[src/rtl/core/lssp_ram.sv]
// Generic single-port-write, single-port-read RAM with a registered read.
// Stand-alone; used for the score table.
`default_nettype none

module lssp_ram #(
  parameter int unsigned WIDTH = 8,
  parameter int unsigned DEPTH = 16
) (
  input  wire logic                     clk_i,
  input  wire logic                     we_i,
  input  wire logic [$clog2(DEPTH)-1:0] waddr_i,
  input  wire logic [WIDTH-1:0]         wdata_i,
  input  wire logic                     re_i,
  input  wire logic [$clog2(DEPTH)-1:0] raddr_i,
  output logic      [WIDTH-1:0]         rdata_o
);

  logic [WIDTH-1:0] mem_q [DEPTH];
  logic [WIDTH-1:0] rdata_q;

  // Write port.
  always_ff @(posedge clk_i) begin
    if (we_i) begin
      mem_q[waddr_i] <= wdata_i;
    end
  end

  // Registered read port.
  always_ff @(posedge clk_i) begin
    if (re_i) begin
      rdata_q <= mem_q[raddr_i];
    end
  end

  assign rdata_o = rdata_q;

endmodule

`default_nettype wire

[config.mk]
export PLATFORM = sky130hd
export DESIGN_NAME = lssp_ram
export DESIGN_NICKNAME = d
export VERILOG_FILES = /design/src/rtl/core/lssp_ram.sv
export SDC_FILE = /design/constraint.sdc
export NUM_CORES = 1
export LEC_CHECK = 0
export BUFFER_PORTS_ARGS = -buffer_cell sky130_fd_sc_hd__buf_2
export CORE_MARGIN = 4
export CORE_UTILIZATION = 55
export CTS_BUF_LIST = sky130_fd_sc_hd__clkbuf_4 sky130_fd_sc_hd__clkbuf_8
export CTS_CLUSTER_SIZE = 8
export DETAILED_ROUTE_END_ITERATION = 8
export PLACE_DENSITY_LB_ADDON = 0.3
export RECOVER_POWER = 50
export SLEW_MARGIN = 40
export SYNTH_ARGS = -nofsm -noshare
export SYNTH_HDL_FRONTEND = slang
export SYNTH_SLANG_ARGS = --single-unit
[constraint.sdc]
create_clock -name clk_i -period 5 [get_ports clk_i]
set_input_delay 1 -clock clk_i [delete_from_list [all_inputs] [get_ports clk_i]]
set_output_delay 1 -clock clk_i [all_outputs]
set_load 0.02 [all_outputs]
---- Word-level counts from Yosys, hierarchy flattened ----
Memories as Yosys holds them, arrays and structs flattened. A register that Yosys moved wholly into a read port is not among the register bits.
Cells that the tools add are included.
operators by class
  mux-type cells .......................... 2
operators by type and width
  operator  count
  $mux 1    2
word-level totals
  register bits after elaboration ......... 0
  RAM bits ................................ 128
  memories ................................ 1
  input port bits ......................... 19
  word-level logic and storage cells ...... 3
memory list
  memory  words  width  rd ports  clocked after Yosys merged registers in  wr ports  line  source
  mem_q   16     8      1         1                                        1         18    logic [WIDTH-1:0] mem_q [DEPTH];

---- Depth between registers and ports, before layout ----
  word-level depth ........................ 2
  gate-level depth with buffers ........... 5
  depth with buffers taken out ............ 3

---- Worst setup path after synthesis ----
OpenSTA, ideal clock, no wires.
  path type ............................... input-to-reg
  start point ............................. in waddr_i[2]
  end point ............................... mem mem_q[0][0], enable pin
  path buffers ............................ 0
  required time ........................... 4.617 ns
  library setup time ...................... 0.383 ns
  stages .................................. 2
  arrival time ............................ 2.110 ns
  setup slack ............................. 2.507 ns
  cells stage by stage .................... or3b_2 nor3_1
RTL lines
  element          line  source
  start, declared  11    input wire logic [$clog2(DEPTH)-1:0] waddr_i,
  end, declared    18
Straight into the memory's write port.

==> impl_metrics.ini <==
[global_route]
global_route_wire_length_before_repair_mm = 14.50
grt_max_degree = 33
use_met1_pct = 26.68
use_met2_pct = 27.96
antenna_found_initial = 0
via_count_of_the_first_global_routing_pass = 2444
gr-usage-met3_pct = 5.083
groute.usage.overall_pct = 18.36
grt_busiest_layer = met2
globalRouteOverflowTotal = 0

[clock_tree]
clock_path_buffers = 2
postCtsSetupRepairBufs = 0
cts.sinks = 136
tritoncts = built
clk_latency_ps = 410
cts_resized = 0
cts-hold-fix-buffers = 0
h-tree-depth = 4
cts-root-buf = sky130_fd_sc_hd__clkbuf_8
cts_inserted_buffers = 17
clk_pin_slew_ps = 70

[synth]
synth_top_area_share_pct = 78.12
synth_sequential_area_ratio_pct = 78.12
ys_warn_count = 0
area_contributors_post_synth = sky130_fd_sc_hd__edfxtp_1 78%, sky130_fd_sc_hd__mux4_2 7.8%, sky130_fd_sc_hd__mux4_1 7.0%, sky130_fd_sc_hd__a22oi_1 2.3%, sky130_fd_sc_hd__nor2_1 0.93%
netlist_area_um2 = 5228
synth_area_leader_cell = sky130_fd_sc_hd__edfxtp_1
synth_fp_nets = 248
syn_inst = 229
synth_cell_types = 18
number_of_register_bits_inferred_by_synthesis = 136
synth.avg_cell_area_um2 = 22.83

[worst_setup_path]
worst-endpoint-arrival_ps = 2490
timing.reg2reg.setup_slack_ps = 3520
critical_path_required_ps = 5160
crit_type = in2reg
startpoint_of_the_worst_setup_timing_path = raddr_i[0]
timing.rr.end = rdata_o[2]
timing.critical_path.to_type = flip-flop
rr_startpoint = mem_q[1][2]
rr_worst_depth = 3
timing.critical_path.from_type = input pin
worst-path-max-fanout = 32

[final_layout]
n_antenna_cell = 0
area_growth_pct = 12.30
leading_cell_types_in_the_layout_fill_and_taps_excluded = 136 x sky130_fd_sc_hd__edfxtp_1, 18 x sky130_fd_sc_hd__mux4_2, 17 x sky130_fd_sc_hd__clkbuf_8
number_of_nets_at_the_end_of_the_flow = 287
mostFrequentLayoutCell = sky130_fd_sc_hd__edfxtp_1
drive_gt1_share_pct = 28.21

[timing]
report.final.hold_viol_count = 0
rsz0062_at_grt = no
final_max_slew_violation_count = 0
tns_ps = 0
fin_worst_skew_ps = 7.509
worstMarginPinSlew_ps = 817.6
fmaxAchievable_mhz = 428.4
fin_worst_hold_slack_ps = 749.7
min_period_over_period_pct = 46.69
setup_violations = 0
post-route-min-period_ps = 2334
slew_headroom_pct = 45.49

[floorplan]
die_y_um = 105.5
floorplan.rows = 35
num_io_pins = 27
coreArea_um2 = 9240
start_util_pct = 56.57
die-area_um2 = 11130
chip_width_um = 105.5

[run_status]
status = finished clean

[detailed_routing]
viasPerCell = 5.890
drcViolationCount = 0
routed-via-count = 2409
final_antenna_net_count = 0
detail_route.wl_per_cell_um = 22.94
firstDrtPassIters = 5
finalWirelength_mm = 9.383
drtIter0Drc = 155

[min_path]
holdPathStages = 3
hold_path.class = reg2reg
worstHoldEndpoint = rdata_o[0]
startpoint_of_the_most_critical_hold_path = mem_q[13][0]

[placed_design]
gp_routability_congestion = 0.7275
number_of_buffer_cells_added_on_primary_ports = 26
place_hpwl_mm = 5.750

[flow_run]
cap_viol_max_count = 0

[power]
p_leak_nw = 1.890
pwr_per_cell_area_nw_per_um2 = 388.7
ir_worst_vdd_uv = 180.8
==> sequential cells by signal (all words and copies together) (netlist names) <==
name     count
rdata_o      8
mem_q      128
==> metal layers <==
layer  vias to the layer above  part of all wire, %
li1                       1054                    -
met1                      1257                   43
met2                        89                   50
met3                         9                  6.4
met4                         0                  1.0
met5                         -                    0
==> worst max-delay path, stage by stage <==
cell,delay (ps)
sky130_fd_sc_hd__buf_4,480
sky130_fd_sc_hd__mux4_1,620
sky130_fd_sc_hd__a22oi_1,280
sky130_fd_sc_hd__nand2_1,90
==> report_power, final <==
group	switching [mW]	internal, mW	leakage [nW]
Sequential	0.00684	1.28	1.24
Clock	0.392	0.485	0.192
Combinational	0.0707	0.0440	0.461
==> logic make-up (layout without fill, tap and decap cells) <==
group	Yosys count	count (layout)	share of synthesized area (%)
DFF	136	136	78.12
AOI/OAI and AO/OA	16	16	2.298
buffers and inverters	10	61	1.651
muxes	32	32	14.79
and+or+nand+nor	35	35	3.136
==> cells in the mapped netlist <==
master                            count
sky130_fd_sc_hd__edfxtp_1           136
sky130_fd_sc_hd__mux4_2              18
sky130_fd_sc_hd__a22oi_1             16
sky130_fd_sc_hd__mux4_1              14
sky130_fd_sc_hd__nor2_1              13
sky130_fd_sc_hd__nand2_1              9
sky130_fd_sc_hd__nor3_1               4
sky130_fd_sc_hd__buf_2                3
sky130_fd_sc_hd__buf_6                3
sky130_fd_sc_hd__clkdlybuf4s25_2      3
sky130_fd_sc_hd__nand2b_1             2
sky130_fd_sc_hd__nand3b_1             2
sky130_fd_sc_hd__and2_1               1
sky130_fd_sc_hd__and2b_1              1
sky130_fd_sc_hd__buf_4                1
sky130_fd_sc_hd__nand3_1              1
sky130_fd_sc_hd__nor2b_1              1
sky130_fd_sc_hd__or3b_2               1
==> metrics by stage <==
step                instance area [µm²]  utilization (%)  setup slack (ps)  instances  power (mW)
floorplan                          5228                -              2507        229       1.385
global placement                   5463            59.12              1898        378       1.428
detailed placement                 5483            59.34              2216        378       1.433
CTS                                5874            63.57              2662        409       2.297
global route                       5871            63.53              2595        409       2.362
finish                             5871            63.53              2666        409       2.282
==> cell type report <==
class,count,area [µm²]
clock buffer,17,234.0
sequential,136,4084
clock inverter,14,157.7
tap,129,161.4
fill,627,3369
timing repair buffer,30,146.4
multi-input combinational,83,1087
==> how the worst max path moves through the flow <==
| stage | endpoint | slack (ps) | cells past startpoint |
|---|---|---|---|
| 6_report | rdata_o[2] | 2670 | 4 |
| 4_1_cts | rdata_o[2] | 2660 | 4 |
| 3_3_place_gp | rdata_o[4] | 1900 | 4 |
| 2_1_floorplan | mem_q[0][0] | 2510 | 2 |
| 5_1_grt | rdata_o[3] | 2600 | 4 |
| 3_5_place_dp | rdata_o[2] | 2220 | 4 |
Note: power is estimated with default switching activity, not from simulation.
