<file path="config.mk">
export PLATFORM = sky130hd
export DESIGN_NAME = lssp_scan
export DESIGN_NICKNAME = d
export VERILOG_FILES = /design/src/rtl/core/lssp_pkg.sv /design/src/rtl/core/lssp_scan.sv
export SDC_FILE = /design/constraint.sdc
export NUM_CORES = 1
export LEC_CHECK = 0
export BUFFER_PORTS_ARGS = -buffer_cell sky130_fd_sc_hd__buf_4
export CAP_MARGIN = 20
export CORE_UTILIZATION = 25
export CTS_CLUSTER_SIZE = 30
export DETAILED_ROUTE_END_ITERATION = 16
export HOLD_SLACK_MARGIN = 0.03
export PLACE_DENSITY = 0.41
export RECOVER_POWER = 100
export SLEW_MARGIN = 30
export SYNTH_ARGS = -nofsm -noshare
export SYNTH_HDL_FRONTEND = slang
export SYNTH_SLANG_ARGS = --single-unit
</file>
<file path="constraint.sdc">
create_clock -name clk_i -period 4.8 [get_ports clk_i]
set_input_delay 0.96 -clock clk_i [delete_from_list [all_inputs] [get_ports clk_i]]
set_output_delay 0.96 -clock clk_i [all_outputs]
set_load 0.005 [all_outputs]
</file>
<file path="src/rtl/core/lssp_pkg.sv">
// Package for the least-score server picker: sizes, operation codes, the
// reciprocal constant of the penalty divider and the scan control struct.
// Depends on nothing; every other file of the block but lssp_ram imports it.
`default_nettype none

package lssp_pkg;

  // Table geometry and score format.
  localparam int unsigned MAX_SERVERS = 16;
  localparam int unsigned SCORE_BITS  = 24;
  localparam int unsigned IDX_BITS    = $clog2(MAX_SERVERS);
  localparam int unsigned CNT_BITS    = $clog2(MAX_SERVERS + 1);
  localparam int unsigned SUM_BITS    = SCORE_BITS + IDX_BITS;

  // Fixed widths of the channel fields.
  localparam int unsigned ACTIVE_BITS       = 5;
  localparam int unsigned SERVER_INDEX_BITS = 4;
  localparam int unsigned SCORE_VALUE_BITS  = 24;

  localparam logic [SCORE_BITS-1:0] SCORE_MAX = '1;

  // Division by ten: q0 = (x * RECIP) >> RECIP_SHIFT is q or q - 1.
  localparam int unsigned RECIP_SHIFT = SUM_BITS + 4;
  localparam int unsigned RECIP_BITS  = SUM_BITS + 1;
  localparam int unsigned PROD_BITS   = SUM_BITS + RECIP_BITS;
  localparam int unsigned PEN_BITS    = SUM_BITS - 3;
  localparam logic [RECIP_BITS-1:0] RECIP =
      RECIP_BITS'((64'd1 << RECIP_SHIFT) / 64'd10);

  // Operation codes of an input item.
  typedef enum logic [0:0] {
    OP_WRITE   = 1'b0,
    OP_REQUEST = 1'b1
  } op_e;

  // Control of the scan accumulator.
  typedef struct packed {
    logic                start;
    logic                take;
    logic [IDX_BITS-1:0] idx;
  } scan_ctl_t;

endpackage

`default_nettype wire

</file>
<file path="src/rtl/core/lssp_scan.sv">
// Scan accumulator: sums the scores read from the table and tracks the
// lowest one, a later index winning ties. Depends on lssp_pkg.
`default_nettype none

module lssp_scan (
  input  wire logic                       clk_i,
  input  wire logic                       rst_ni,
  input  wire lssp_pkg::scan_ctl_t        ctl_i,
  input  wire logic [lssp_pkg::SCORE_BITS-1:0] score_i,
  output logic [lssp_pkg::SUM_BITS-1:0]   sum_o,
  output logic [lssp_pkg::SCORE_BITS-1:0] best_o,
  output logic [lssp_pkg::IDX_BITS-1:0]   pick_o
);
  import lssp_pkg::*;

  logic                  first_q;
  logic [SUM_BITS-1:0]   sum_q;
  logic [SCORE_BITS-1:0] best_q;
  logic [IDX_BITS-1:0]   pick_q;

  // The first flag is control state; it forces the first entry to win.
  always_ff @(posedge clk_i or negedge rst_ni) begin
    if (!rst_ni) begin
      first_q <= 1'b1;
    end else if (ctl_i.start) begin
      first_q <= 1'b1;
    end else if (ctl_i.take) begin
      first_q <= 1'b0;
    end
  end

  // Running sum and minimum; ties go to the entry read last.
  always_ff @(posedge clk_i) begin
    if (ctl_i.start) begin
      sum_q <= '0;
    end else if (ctl_i.take) begin
      sum_q <= sum_q + SUM_BITS'(score_i);
      if (first_q || (score_i <= best_q)) begin
        best_q <= score_i;
        pick_q <= ctl_i.idx;
      end
    end
  end

  assign sum_o  = sum_q;
  assign best_o = best_q;
  assign pick_o = pick_q;

endmodule

`default_nettype wire

</file>
-- Word level (Yosys, flattened, before mapping)
Cells that the tools add are included.
- add/subtract/negate cells: 1
- order comparisons: 1
- muxes and demuxes: 2
- bitwise operators: 1
- reduce and logical (&&, ||, !) cells: 3
- operators with widths (operator ; number):
    adder 28 x 24 -> 28 bit ; 1
    <= comparator 24 bit ; 1
    AND reduction 3 bit ; 1
    2-to-1 mux 1 bit ; 2
    nonzero test 2 bit ; 1
    logical OR 1 bit ; 1
    inverter 1 bit ; 1
- flip-flop bits (word level): 57
- input bits: 32
- output and inout port bits: 56
- logic and storage cells: 12

-- Depth between registers and ports, before layout
- depth in word-level cells: 3
- depth in mapped cells: 8
- depth with buffers taken out: 8

-- Worst setup path before layout
OpenSTA, ideal clock, no wires.
- path type: in2reg
- start point: input port score_i[9] in the netlist's numbering
- end point: register best_q[0], in the netlist best_o[0], enable pin
- data arrival time: 4.107 ns
- slack: 0.237 ns
- stages on the path: 7
- path buffers: 0
- cells stage by stage: ha_1 a21o_1 a21o_1 a21oi_1 a2bb2oi_1 a31oi_1 a211oi_1
- word-level cells in the longest chain between the ends: 3
- ends and longest elaborated chain (item ; RTL line ; text):
    from (decl) ; lssp_scan.sv:9 ; input wire logic [lssp_pkg::SCORE_BITS-1:0] score_i,
    <= comparator 24 bit ; lssp_scan.sv:38 ; if (first_q || (score_i <= best_q)) begin
    logical OR 1 bit ; lssp_scan.sv:38 ;
    AND reduction 3 bit (no source line) ; n/a ;
    to (signal assigned) ; lssp_scan.sv:39 ; best_q <= score_i;
    to (decl) ; lssp_scan.sv:18 ; logic [SCORE_BITS-1:0] best_q;
Every way passes these cells.
A chain may end at the register's enable or synchronous reset.

-- Final worst setup path
- start point: input port ctl_i[4] in the netlist's numbering
- end point: register best_q[10], in the netlist best_o[10], enable pin
- word-level cells in the longest chain between the ends: 1
- ends and longest elaborated chain (item ; RTL line ; text):
    from (decl) ; lssp_scan.sv:8 ; input wire lssp_pkg::scan_ctl_t ctl_i,
    AND reduction 3 bit (no source line) ; n/a ;
Every way passes these cells.

==> results.cfg <==
[outcome]
status = finished clean

[timing]
fmax_ghz = 0.282
tightest_slew_ps = 1100
timing.final.crit_share = 0.738
layout_setup_ws_ps = 1260
final-hold-violation-count = 0
setup_tns_ps = 0
max_slew_margin = 0.266
fin_skew_ps = 10.0
rsz0062_at_grt = false
setup_viol = 0
drv_slew = 0
min_period_ps = 3540

[place]
dpl_cell_area_sq_um = 4810
place_ws_ps = 1310
hpwlAfterDp_um = 8950
gp_congestion = 0.798
portBuffers = 87
post-place-cells = 699

[drt]
drc = 0
num_vias = 3398
drt-pass1-iter-count = 4
via_per_inst = 4.76
drt_iter0_markers = 169
wl_per_cell_um = 16.0
totalWireLength_um = 11400
drtAntennaViolNets = 0

[worst_setup_path]
end_kind = flip-flop
path_class = in2reg
crit_arrival_ps = 3590
worst_setup_path_start_kind = input port
worstPathMaxFanout = 20
crit_required_ps = 4850

[die]
coreArea_sq_um = 15300
die-area_sq_um = 16200
die_height_um = 127
die_w_um = 127
rows = 45
start_util = 0.256
boundaryPins = 88

[global_route]
grt_pass1_vias = 3470
grt_overflow = 0
antenna_found_initial = 0
grt.total_usage = 0.151
grt_pass1_wl_um = 18500
grt_start_max_net_pins = 22

[pwr]
pwr-share-comb = 0.304
p_sw_mw = 0.590
p_clk_frac = 0.371
p_leak_nw = 2.14
fin_total_pwr_mw = 1.84
sw_frac_of_total = 0.321
pwr-share-seq = 0.325
vdd_drop_max_v = 0.000168
internal_power_mw = 1.25
power_density_nw_per_um2 = 369

[synthesis]
ys_seq_area_frac = 0.365
ys.flop_type = edfxtp_1
synth_cells = 412
synth.ff_latch_count = 57
syn_area_sq_um = 3910
avgSynthCellArea_sq_um = 9.50
synth_edf_count = 28
synth_warnings = 0
syn_nets = 493
ys_types = 65
async_flop_share = 0.0175

[cells_and_area]
num_antenna_cells = 0
final_cells = 714
design_area_sq_um = 4980
drive_gt1_frac = 0.177
area_growth_pct = 27.2
fill_cells = 1615
regArea_sq_um = 1430
nNetsFinal = 580
multi_input_area_sq_um = 2280

[clocking]
path_clk_slew_ps = 60
numCtsBuffers = 9
clockBufferDepth = 2
cts_resized = 0
postCtsSetupRepairBufs = 0
cts_hold_buffers = 0
worst_skew_pair.late_latency_ps = 340
cts_max_level = 3
cts_tree = yes
ctsRootBufferMaster = clkbuf_16
clkSinkCount = 57

[min_path]
min_path_type = reg2reg

[run]
cap_violations = 0
critical path, cell delays in order:
cell and delay, ps:
clkbuf_1 740, nand2_1 610, a211oi_2 980, buf_12 270
logic make-up after synthesis:
group,share of synthesized area
AOI/OAI and AO/OA,0.226
xor gates and xnor gates,0.0246
adders and majority gates,0.159
buffers and inverters,0.0473
DFF,0.365
muxes,0.0237
and+or+nand+nor,0.154
area by class of cell:
cell class                 instances  share of cell area
sequential                        57               0.287
timing repair buffer              88               0.114
clock inverter                     4              0.0141
clock buffer                      11              0.0468
multi-input combinational        308               0.459
tap                              211              0.0530
inverter                          35              0.0264
layer usage:
metal,vias up,GRT usage,wire length [um],part of all wire
li1,1719,-,-,-
met1,1609,0.203,5800,0.51
met2,57,0.233,5020,0.44
met3,13,0.0297,358,0.031
met4,0,0.0756,228,0.020
met5,-,0,0,0
flip-flops by register name, indices dropped and copies added (netlist names):
signal,cells
best_o,24
first_q,1
pick_o,4
sum_o,28
power by group through the flow:
stage / sequential (mW) / combinational (mW) / clock (mW)
detailed placement: 0.610 / 0.583 / 0
CTS: 0.600 / 0.586 / 0.701
global placement: 0.609 / 0.579 / 0
finish: 0.597 / 0.558 / 0.682
floorplan: 0.603 / 0.379 / 0
global route: 0.605 / 0.626 / 0.720
cell usage after synthesis, types with 3 or more instances:
cell type | instances | share of area
nand2_1 | 28 | 0.027
a32o_1 | 5 | 0.013
nand3_2 | 3 | 0.0077
a21oi_1 | 27 | 0.035
mux2i_1 | 7 | 0.018
ha_1 | 48 | 0.15
or3_1 | 9 | 0.014
o21ai_1 | 7 | 0.0090
a211oi_1 | 6 | 0.012
nor2b_1 | 7 | 0.011
inv_1 | 35 | 0.034
nor3_1 | 7 | 0.0090
o21a_1 | 7 | 0.013
dfxtp_1 | 28 | 0.14
edfxtp_1 | 28 | 0.21
and3_1 | 3 | 0.0048
o221ai_1 | 3 | 0.0067
clkbuf_1 | 5 | 0.0048
nand4_1 | 11 | 0.018
nand3_1 | 6 | 0.0077
nor2_1 | 27 | 0.026
a21o_1 | 18 | 0.035
o21ai_0 | 19 | 0.024
xnor2_1 | 10 | 0.022
a31oi_1 | 6 | 0.0096
o21bai_1 | 3 | 0.0058
placed cells by master, fill, tap and decap left out, types with 3 or more instances in the layout:
cell,instances
nand3_2,3
a211oi_1,5
a211oi_2,3
a21o_1,18
ha_1,48
a32o_1,5
o21a_1,7
o21bai_1,3
nor2_1,26
o21ai_1,3
o221ai_1,3
nor3_1,8
nor2b_1,7
clkbuf_1,30
o31ai_1,3
nand4_1,11
clkbuf_4,58
clkbuf_16,9
dfxtp_1,28
inv_1,35
edfxtp_1,28
xnor2_1,10
nand2_1,28
a21oi_1,27
nand3_1,6
o21ai_0,23
or3_1,9
mux2i_1,7
and3_1,3
a31oi_1,6
path summary, 6_finish.rpt:
kind / start / end / slack [ps] / cells past startpoint
min in group asynchronous: rst_ni / first_q / 580 / 1
min: sum_o[19] / sum_o[19] / 480 / 2
min reg2reg: sum_o[19] / sum_o[19] / 480 / 2
max in group asynchronous: rst_ni / first_q / 4200 / 1
max reg2reg: best_o[1] / best_o[10] / 1810 / 9
max: ctl_i[4] / best_o[10] / 1260 / 4
metrics by stage:
stage               utilization  hold slack (ps)
CTS                       0.335              476
global placement          0.315              471
detailed placement        0.315              470
global route              0.326              507
finish                    0.326              475
floorplan                     -              458
No activity file was read; power rests on OpenSTA's default activity.
